File: config.mk
export PLATFORM = sky130hd
export DESIGN_NAME = mf2d_chain
export DESIGN_NICKNAME = d
export VERILOG_FILES = /design/src/sv/median_filter_2d_reflect_border_assert.svh /design/src/sv/mf2d_pkg.sv /design/src/sv/mf2d_cell.sv /design/src/sv/mf2d_chain.sv
export SDC_FILE = /design/constraint.sdc
export NUM_CORES = 1
export LEC_CHECK = 0
export ABC_AREA = 1
export BUFFER_PORTS_ARGS = -buffer_cell sky130_fd_sc_hd__buf_2
export CAP_MARGIN = 15
export CORE_AREA = 3 3 264 266
export DETAILED_ROUTE_END_ITERATION = 12
export DIE_AREA = 0 0 267 269
export MAX_ROUTING_LAYER = met4
export SKIP_CTS_REPAIR_TIMING = 1
export SLEW_MARGIN = 20
export SYNTH_ARGS = -nofsm -noshare
export SYNTH_HDL_FRONTEND = slang
export SYNTH_SLANG_ARGS = --single-unit
File: constraint.sdc
create_clock -name clock -period 3.95 [get_ports clock]
set_input_delay 0 -clock clock [delete_from_list [all_inputs] [get_ports clock]]
set_output_delay 0 -clock clock [all_outputs]
set_load 0.01 [all_outputs]
File: src/sv/median_filter_2d_reflect_border_assert.svh
// Assertion macros for the median filter block
`ifndef MEDIAN_FILTER_2D_REFLECT_BORDER_ASSERT_SVH
`define MEDIAN_FILTER_2D_REFLECT_BORDER_ASSERT_SVH
`ifndef ASSERT_OFF
`define ASSERT_IMPLIES(label, clk, rst, pre, post) \
   label: assert property (@(posedge clk) disable iff (rst) (pre) |-> (post)) \
      else $error("assertion failed");
`define ASSERT_NEXT(label, clk, rst, pre, post) \
   label: assert property (@(posedge clk) disable iff (rst) (pre) |=> (post)) \
      else $error("assertion failed");
`else
`define ASSERT_IMPLIES(label, clk, rst, pre, post)
`define ASSERT_NEXT(label, clk, rst, pre, post)
`endif
`endif

File: src/sv/mf2d_pkg.sv
// Package: widths, defaults and sequencer states of the median filter
`timescale 1ns / 1ps
package mf2d_pkg;
   localparam int DEF_MAX_WIDTH = 2048;
   localparam int DEF_MAX_HALF  = 3;
   localparam int MAX_HEIGHT    = 4096;
   localparam int PIX_W         = 8;
   localparam int FW_W          = 12;
   localparam int FH_W          = 13;
   localparam int KH_W          = 2;
   localparam int CSR_IDX_W     = 2;
   localparam int CSR_DATA_W    = 13;
   localparam int ROW_W         = 13;

   typedef enum logic [1:0] {
      CSR_FRAME_WIDTH  = 2'd0,
      CSR_FRAME_HEIGHT = 2'd1,
      CSR_HALF_HEIGHT  = 2'd2,
      CSR_HALF_WIDTH   = 2'd3
   } csr_index_type;

   typedef enum logic [2:0] {
      ST_IDLE,
      ST_FETCH,
      ST_SORT,
      ST_OUT
   } state_type;

   // control from sequencer to the sorting chain
   typedef struct packed {
      logic clear;
      logic shift;
      logic use_value;
   } chain_ctrl_type;
endpackage

File: src/sv/mf2d_cell.sv
// One cell of the insertion sort chain: holds one sorted sample
`timescale 1ns / 1ps
module mf2d_cell import mf2d_pkg::*; (
   input  logic             clock,
   input  chain_ctrl_type   ctrl,
   input  logic [PIX_W-1:0] new_value,
   input  logic [PIX_W-1:0] left_value,
   input  logic             left_valid,
   input  logic             left_takes,
   output logic [PIX_W-1:0] value,
   output logic             valid,
   output logic             takes
);
   logic [PIX_W-1:0] value_ff, value_in;
   logic             valid_ff, valid_in;

   // this cell takes the new sample if it is empty or holds a bigger one
   assign takes = !valid_ff || (value_ff > new_value);

   // shift right on insertion: left neighbor's entry moves in, or the new value lands here
   always_comb begin
      value_in = value_ff;
      valid_in = valid_ff;
      if (ctrl.clear) begin
         valid_in = 1'b0;
      end else if (ctrl.shift && ctrl.use_value && takes) begin
         if (left_takes) begin
            value_in = left_value;
            valid_in = left_valid;
         end else begin
            value_in = new_value;
            valid_in = 1'b1;
         end
      end
   end

   always_ff @(posedge clock) begin
      value_ff <= value_in;
      valid_ff <= valid_in;
   end

   assign value = value_ff;
   assign valid = valid_ff;
endmodule

File: src/sv/mf2d_chain.sv
// Row of sort cells: inserts samples one per cycle while shift is asserted, keeps them in order
`timescale 1ns / 1ps
module mf2d_chain import mf2d_pkg::*; #(
   parameter int NCELL = 49,
   parameter int IDX_W = 6
) (
   input  logic             clock,
   input  chain_ctrl_type   ctrl,
   input  logic [PIX_W-1:0] new_value,
   input  logic [IDX_W-1:0] rank,
   output logic [PIX_W-1:0] rank_value
);
   logic [PIX_W-1:0] vals [NCELL];
   logic [NCELL-1:0] vlds;
   logic [NCELL-1:0] tks;

   for (genvar i = 0; i < NCELL; i++) begin : g_cell
      if (i == 0) begin : g_first
         mf2d_cell u_cell (
            .clock(clock), .ctrl(ctrl), .new_value(new_value),
            .left_value(new_value), .left_valid(1'b0), .left_takes(1'b0),
            .value(vals[i]), .valid(vlds[i]), .takes(tks[i]));
      end else begin : g_rest
         mf2d_cell u_cell (
            .clock(clock), .ctrl(ctrl), .new_value(new_value),
            .left_value(vals[i-1]), .left_valid(vlds[i-1]), .left_takes(tks[i-1]),
            .value(vals[i]), .valid(vlds[i]), .takes(tks[i]));
      end
   end

   assign rank_value = vals[rank];
endmodule

==> metrics, run 1 <==
status=complete, but fails checks; failing checks=negative hold slack; gpl congestion=0.901; Clock Skews=0.0169 ns; TNS Setup=0 ns; Max FO, Critical Path=69; mean cell area of the mapped netlist=8.07 sq um; final worst path period share=66.4%; # DRC=0; Syn-to-layout area delta=8.19%; hpwl dp=59.4 mm; NumNets Final=4183; Post-Syn Area=0.0310 sq mm; Setup violations, final=0; most common cell in the netlist=nand2_1; Yosys cell types=25; vias per cell=5.55; Top FF cell, synth=edfxtp_1; area leader, netlist=edfxtp_1; syn nets=4250; Initial Utilization=46.1%; Critical Path AT=2.62 ns; Wirelength per Cell=18.9 um; Worst path max stage delay=0.66 ns; FP Rows=95; EDFF count, synth=392; Root Driver=clkbuf_16; Clk pwr share=41.9%; Die H=269 um; synth warn=0; total clock buffers created by CTS=53; Seq/Total Area, Yosys=41.1%; worst skew pair latency=0.61 ns; die area=0.0718 sq mm; Clk pin slew, worst setup/hold paths=0.06 ns; layout cells sized above 1=4.14%; R2R Setup Slk=1.66 ns; final WL=88.6 mm; Int Pwr=8.83 mW; port buffer count=25; fmax=0.382 GHz; synthesized flop and latch total=441; Leak Pwr=15.4 nW; initial antenna violation count=1; Final Hold Fails=7; vias in the first global route=24600; top cell type's share of synthesized area=38.0%; Rel. slew slack=28.9%; CP Cell Sequence=buf_6 -> buf_4 -> nand2_1 -> nand3_1 -> nand3_1 -> nand2_1 -> nand2_1 -> nand3_1 -> nand3_1 -> nand2_1 -> buf_2; largest net degree at the start of global routing=139; maximum buffer depth of the clock tree=3; Chip Width=267 um; Pins Over Slew Limit=0; GR Overflow Total=0; Pwr Total=12.2 mW; combinational fraction of design power=13.9%; core area=0.0673 sq mm; final std cells w/o fill=4692; sw frac=27.4%; gr usage total=25.4%; Detail Route Antenna Nets=0; NetSw=3.33 mW; CP endpoint kind=primary output; DR pass1 iterations=6; number of DRC markers in iteration 0=1909; H-tree depth=2; WHS=-0.0198 ns; Reg power frac=44.2%; dpl cells=4582; Mapped Cells=3840; VDD IR max=0.000331 V; most frequent cells after synthesis=nand2_1 (1305), o21ai_0 (455), edfxtp_1 (392), ha_1 (392), nand3_1 (304); Hold WC Path Type=input port to flip-flop; Slew @ Worst Pin=1.07 ns; CTS tree=done; via count=26000; CP Class=input port to primary output; Crit path required time=3.95 ns; RSZ-0062 raised after global routing=no; pwr dens=362 mW/mm^2; clock sinks=441; first-pass GRT wire length=139 mm; Post-synth ARST share=0%; CP Launch Type=input port; Crit-path slowest cell=buf_4; max cap viols=0; time the worst path needs with I/O delays and setup=2.62 ns; num ports=26; ranking of synthesized cells by area=edfxtp_1 (38%), ha_1 (16%), nand2_1 (16%), o21ai_0 (7.3%), nand3_1 (4.9%)
cell families (layout without fill, tap and decap cells):
logic type | after synthesis | after routing | share of synthesized area, %
flops | 441 | 441 | 41.1
mux | 28 | 28 | 0.912
simple gates | 1736 | 1736 | 22.7
buf+inv | 468 | 446 | 6.56
other cells | 0 | 1 | 0
compound gates | 775 | 775 | 12.8
fa+ha+maj | 392 | 392 | 15.8
power by group through the flow:
stage / Clock [mW] / Combinational [mW] / Sequential, mW
after global placement: 0 / 1.64 / 5.48
after floorplan: 0 / 1.20 / 5.41
after CTS: 5.17 / 1.68 / 5.38
after detailed placement: 0 / 1.67 / 5.47
final: 5.09 / 1.69 / 5.38
after global routing: 5.36 / 1.94 / 5.39
state kept, by name (all words and copies together) (netlist names):
register                     flops
g_cell.g_rest.u_cell.value     384
g_cell.g_first.u_cell.valid      1
g_cell.g_first.u_cell.value      8
g_cell.g_rest.u_cell.valid      48
layer usage:
layer | track usage [%] | vias to the layer above | share of wire (%)
li1 | - | 13100 | -
met4 | 7.79 | 0 | 2.9
met3 | 3.18 | 163 | 5.9
met5 | - | - | 0
met1 | 34.0 | 12100 | 46
met2 | 40.5 | 708 | 45
per-stage QoR:
step | setup slack, ns | util [%] | cell area (sq um)
finish | 1.33 | 49.8 | 33500
global route | 1.20 | 49.8 | 33500
CTS | 1.39 | 49.7 | 33400
detailed placement | 1.37 | 47.0 | 31600
global placement | 1.11 | 47.0 | 31600
floorplan | 0.627 | - | 31000
layout by cell type (no fill, tap or decap), types with 7 or more instances in the layout:
cell type      instances
nand4_1               50
buf_12                10
nor2_1                62
clkbuf_16             55
mux2i_1               26
buf_2                 22
clkbuf_8               9
buf_4                 25
a21oi_1              282
ha_1                 392
inv_4                  7
nand2_1             1305
clkbuf_1              13
inv_1                267
dfxtp_1               49
edfxtp_1             392
nand3_1              304
dlygate4sd3_1          9
o21ai_0              455
clkinv_2              11
o21a_1                37
nor3_1                11
worst paths after layout:
path / startpoint / end / cells after the start
worst max-delay path: rank[0] / rank_value[6] / 11
worst min register to register: g_cell[48].g_rest.u_cell.valid / g_cell[48].g_rest.u_cell.valid / 2
worst max register to register: g_cell[0].g_first.u_cell.value[7] / g_cell[0].g_first.u_cell.value[2] / 7
worst min-delay path: ctrl[1] / g_cell[6].g_rest.u_cell.valid / 4
area by class of cell:
class / instances / area (sq um)
timing repair buffer: 67 / 599
multi-input combinational: 2931 / 16200
clock inverter: 23 / 243
antenna: 1 / 2.50
inverter: 279 / 1070
tap: 873 / 1090
sequential: 441 / 12800
fill: 6542 / 33700
clock buffer: 77 / 1550
critical path: cells and delay by family:
kind / cells / cell delay, ns
buffers and inverters: 3 / 1.28
and+or+nand+nor: 8 / 1.25
No activity file was read; power rests on OpenSTA's default activity.
==> run 2, diff against run 1 <==
clock period = 2.5 ns   (was 3.95 ns; I/O delays follow)
==> run 2 against run 1 <==
  * The run now ends clean
  * Cell count grew 1.6%
  * Via count grew 1.2%
  * Combinational power is 66% higher
  * Flip-flop and latch count did not move
  * Total power rose by 55%
  * Setup slack worse by 1.2 ns
  * Wire length increased by 1.4%
  * Critical endpoint is now rank_value[3]
  * Largest cell class unchanged
  * Largest power group unchanged
==> metrics, run 2 (synthesis results as in run 1) <==
first-pass GRT wire length=142 mm; status=finished clean; CP Launch Type=flip-flop; commonest non-fill, non-tap cell in the layout=nand2_1; CP Class=flip-flop to primary output; Syn-to-layout area delta=10.3%; final setup margin=0.155 ns; Setup violations, final=0; clock sinks=441; core area=0.0673 sq mm; Final Hold Fails=0; GR Overflow Total=0; sw frac=28.1%; Slew @ Worst Pin=1.09 ns; worst r2r src=g_cell[42].g_rest.u_cell.value[5]; Reg power frac=45.1%; Chip Width=267 um; largest net degree at the start of global routing=99; H-tree depth=2; max cap viols=0; Rel. slew slack=27.6%; TNS Setup=0 ns; Hold Path End=g_cell[0].g_first.u_cell.value[0]; hpwl dp=60.9 mm; Crit path required time=2.50 ns; Clk pwr share=40.1%; Hold WC Path Type=input port to flip-flop; gr usage total=25.8%; Clock Skews=0.0133 ns; NumNets Final=4255; fill count=6497; port buffer count=25; CTS tree=done; worst reg2reg path endpoint=g_cell[43].g_rest.u_cell.value[3]; Clk pin slew, worst setup/hold paths=0.06 ns; pwr dens=551 mW/mm^2; Leak Pwr=15.8 nW; Worst Hold Launch=new_value[0]; DR pass1 iterations=6; DP Worst Slack=0.289 ns; Initial Utilization=46.1%; number of DRC markers in iteration 0=2146; gpl congestion=0.916; max FFs per register=384; crit path launch=g_cell[19].g_rest.u_cell.value[3]; CP endpoint kind=primary output; maximum buffer depth of the clock tree=3; Max FO, Critical Path=3; fmax=0.426 GHz; Wirelength per Cell=18.9 um; initial antenna violation count=1; VDD IR max=0.000579 V; Detail Route Antenna Nets=0; total clock buffers created by CTS=54; vias per cell=5.53; combinational fraction of design power=14.8%; Pins Over Slew Limit=0; die area=0.0718 sq mm; Critical Path AT=2.34 ns; Hold Path Depth=2; Die H=269 um; dpl cells=4655; reg2reg path depth=9; NetSw=5.29 mW; time the worst path needs with I/O delays and setup=2.34 ns; FP Rows=95; # DRC=0; vias in the first global route=25000; via count=26300; Root Driver=clkbuf_16; Int Pwr=13.5 mW; RSZ-0062 raised after global routing=no; layout cells sized above 1=5.65%; num ports=26; worst skew pair latency=0.61 ns; final std cells w/o fill=4765; commonest cells after routing, fill and taps aside=nand2_1 (1305), o21ai_0 (455), ha_1 (392), edfxtp_1 (392), nand3_1 (304); Core Util, Final=50.8%; R2R Setup Slk=0.36 ns; final worst path period share=93.8%; final WL=89.8 mm
## run 2: how the worst max path moves through the flow
stage | end | slack, ns | cells after the start
floorplan | g_cell[43].g_rest.u_cell.value[0] | 0.004 | 10
global placement | g_cell[24].g_rest.u_cell.value[3] | 0.30 | 11
detailed placement | g_cell[26].g_rest.u_cell.value[3] | 0.29 | 12
CTS | rank_value[3] | 0.25 | 9
global route | rank_value[3] | 0.07 | 9
finish | rank_value[3] | 0.16 | 9
## run 2: worst max-delay path: stages (launching register included)
cell and delay (ns):
edfxtp_1 0.44, nand2_1 0.12, nand3_1 0.11, nand3_1 0.16, nand2_1 0.12, nand2_1 0.09
nand3_1 0.15, nand3_1 0.32, nand2_1 0.09, buf_2 0.15
## run 2: final cells by class
cell class | count | area (sq um) | area share, %
diodes | 1 | 2.50 | 0.00732
inverters | 279 | 1070 | 3.13
clock inverters | 22 | 151 | 0.443
clock buffers | 80 | 1520 | 4.45
repair buffers | 138 | 1370 | 4.00
flip-flops and latches | 441 | 12800 | 37.3
multi-input cells | 2931 | 16200 | 47.5
well taps | 873 | 1090 | 3.20
## run 2: per-stage QoR
step                      hold WS (ns)  area [sq um]  total power [mW]
after floorplan                 0.0989         31000              10.5
after global placement           0.227         32400              11.4
after detailed placement         0.227         32400              11.4
after CTS                       -0.431         34100              19.0
after global routing            0.0203         34200              19.7
final                           0.0467         34200              18.8
## run 2: power by group through the flow
stage                     Sequential [mW]  Combinational [mW]  Clock, mW
after global routing                 8.52                3.21       7.97
after CTS                            8.50                2.78       7.69
final                                8.50                2.80       7.55
after global placement               8.65                2.72          0
after floorplan                      8.55                1.90          0
after detailed placement             8.65                2.77          0
## run 2: per-layer routing
metal  global-route usage, %  share of wire, %  up-vias
li1                        -                 -    13200
met1                    34.2                45    12300
met2                    41.8                46      734
met3                    3.96               6.5      134
met5                       -                 0        -
met4                    6.33               2.1        0
==> run 3, diff against run 2 <==
CORE_AREA = 3 3 277 279   (was 3 3 264 266)
DIE_AREA = 0 0 280 282   (was 0 0 267 269)
SYNTH_HIERARCHICAL = 1   (was unset)
==> run 3 against run 2 <==
  * The flow now finishes with violations (negative hold slack)
  * Hold slack lost 0.093 ns
  * Utilization is essentially flat
  * Cell count grew 21%
  * Wire length grew 10%
  * Register-to-register slack lost 0.02 ns
  * Area after synthesis grew 10%
  * Flip-flop and latch count is the same
  * Global-route usage is essentially flat
==> metrics, run 3 <==
final setup margin=0.0419 ns; synth warn=6; Seq/Total Area, Yosys=37.3%; max FFs per register=384; Post-synth ARST share=0%; worst skew pair latency=0.63 ns; R2R Setup Slk=0.34 ns; Final Hold Fails=6; Post-Syn Area=0.0342 sq mm; CP Class=flip-flop to primary output; max cap viols=0; Worst Hold Launch=ctrl[2]; fmax=0.407 GHz; CP Cell Sequence=nand2_1 -> nand3_1 -> nand3_1 -> nand3_1 -> nand3_1 -> nand2_1 -> nand2_1 -> nand2_1 -> buf_2; Setup violations, final=0; Slew @ Worst Pin=0.740 ns; vias per cell=5.15; Worst path max stage delay=0.47 ns; RSZ-0062 raised after global routing=no; WHS=-0.0466 ns; first-pass GRT wire length=156 mm; GR Overflow Total=0; clock sinks=441; DP Worst Slack=0.287 ns; final WL=98.8 mm; Root Driver=clkbuf_16; worst reg2reg path endpoint=g_cell[39].g_rest.u_cell/value[1]; most frequent cells after synthesis=nand2_1 (1612), inv_1 (728), o21ai_0 (394); Top FF cell, synth=edfxtp_1; H-tree depth=2; top cell type's share of synthesized area=34.4%; number of DRC markers in iteration 0=2496; status=complete, but fails checks; Rel. slew slack=50.7%; Max FO, Critical Path=3; gpl congestion=0.890; Detail Route Antenna Nets=0; Die H=282 um; gr usage total=25.9%; layout cells sized above 1=9.36%; fill count=7370; vias in the first global route=28300; CP Launch Type=flip-flop; maximum buffer depth of the clock tree=3; NumNets Final=5152; final std cells w/o fill=5759; via count=29600; most common cell in the netlist=nand2_1; total clock buffers created by CTS=55; Wirelength per Cell=17.2 um; num ports=26; Initial Utilization=45.9%; pwr dens=529 mW/mm^2; hpwl dp=71.5 mm; Crit-path slowest cell=edfxtp_1; Clk pin slew, worst setup/hold paths=0.06 ns; Clock Skews=0.0196 ns; CTS tree=done; Hold Path End=g_cell[1].g_rest.u_cell/valid; VDD IR max=0.000519 V; EDFF count, synth=392; failing checks=negative hold slack; area leader, netlist=edfxtp_1; ranking of synthesized cells by area=edfxtp_1 (34%), nand2_1 (18%), ha_1 (14%), inv_1 (8.0%), o21ai_0 (5.8%); Hold Path Depth=4; reg2reg path depth=11; dpl cells=5650; Pins Over Slew Limit=0; Syn-to-layout area delta=10.5%; final worst path period share=98.3%; Core Util, Final=50.8%; largest net degree at the start of global routing=104; Mapped Cells=4673; CP endpoint kind=primary output; # DRC=0; Hold WC Path Type=input port to flip-flop; port buffer count=25; commonest cells after routing, fill and taps aside=nand2_1 (1612), inv_1 (728), o21ai_0 (394); commonest non-fill, non-tap cell in the layout=nand2_1; Critical Path AT=2.46 ns; core area=0.0744 sq mm; worst r2r src=g_cell[39].g_rest.u_cell/value[3]; initial antenna violation count=2; TNS Setup=0 ns; time the worst path needs with I/O delays and setup=2.46 ns; Yosys cell types=25; DR pass1 iterations=5; Leak Pwr=19.8 nW; synthesized flop and latch total=441; Chip Width=280 um; Crit path required time=2.50 ns; FP Rows=100; mean cell area of the mapped netlist=7.32 sq um; die area=0.0790 sq mm
==> run 3: cell types whose count changed after synthesis, sizes merged, moves of 44 or more <==
cell,before,now
clkbuf,64,16
o21ai,455,411
a21o,0,49
nor2,63,379
a21oi,283,119
inv,278,780
nand2,1306,1661
nand3,304,256
==> run 3: worst max-delay path, delay by kind of cell, from the launching register on <==
kind                   cells  cell delay (ns)
flip-flops                 1             0.47
buffers and inverters      1             0.15
AND/OR/NAND/NOR            8             1.21
==> run 3: layer usage <==
metal / up-vias / part of all wire (%) / track usage [%]
met4: 0 / 3.0 / 7.88
li1: 15100 / - / -
met2: 674 / 47 / 42.6
met3: 165 / 4.6 / 2.72
met1: 13700 / 46 / 33.7
met5: - / 0 / -
==> run 3: final cells by class <==
class                      count  area [sq um]  area share [%]
antenna                        2          5.00          0.0132
clock buffer                  75          1520            4.03
clock inverter                28           194           0.513
inverter                     780          2930            7.76
multi-input combinational   3332         17900            47.3
sequential                   441         12800            33.7
tap                          969          1210            3.21
timing repair buffer         132          1290            3.41
==> run 3: cells by family after synthesis <==
group	after synthesis	share of synthesized area (%)
and+or+nand+nor	2346	28.9
buffers and inverters	907	10.5
DFF	441	37.3
adders and majority gates	392	14.3
other	1	0.0110
AOI/OAI and AO/OA	586	8.99
==> run 3: power breakdown <==
part	internal, mW	total, mW	switching, mW
sequential	8.37	8.63	0.263
clock	4.53	7.82	3.29
combinational	1.19	3.53	2.34
total	14.1	20.0	5.90
==> run 3: how the worst max path moves through the flow <==
stage / startpoint / endpoint / slack (ns) / depth (start not counted)
2_1_floorplan: g_cell[21].g_rest.u_cell/value[7] / g_cell[21].g_rest.u_cell/value[0] / 0.71 / 9
3_3_place_gp: new_value[0] / g_cell[39].g_rest.u_cell/value[0] / 0.31 / 8
3_5_place_dp: new_value[1] / g_cell[39].g_rest.u_cell/value[0] / 0.29 / 14
4_1_cts: g_cell[31].g_rest.u_cell/value[1] / rank_value[1] / 0.08 / 9
5_1_grt: g_cell[31].g_rest.u_cell/value[1] / rank_value[1] / 0.02 / 9
6_report: g_cell[31].g_rest.u_cell/value[1] / rank_value[1] / 0.04 / 9
==> run 3: per-stage QoR <==
step / instance area (sq um) / total power, mW
4_1_cts: 37700 / 20.2
5_1_grt: 37800 / 21.0
3_5_place_dp: 36000 / 12.3
2_1_floorplan: 34200 / 11.0
6_report: 37800 / 20.0
3_3_place_gp: 36000 / 12.2
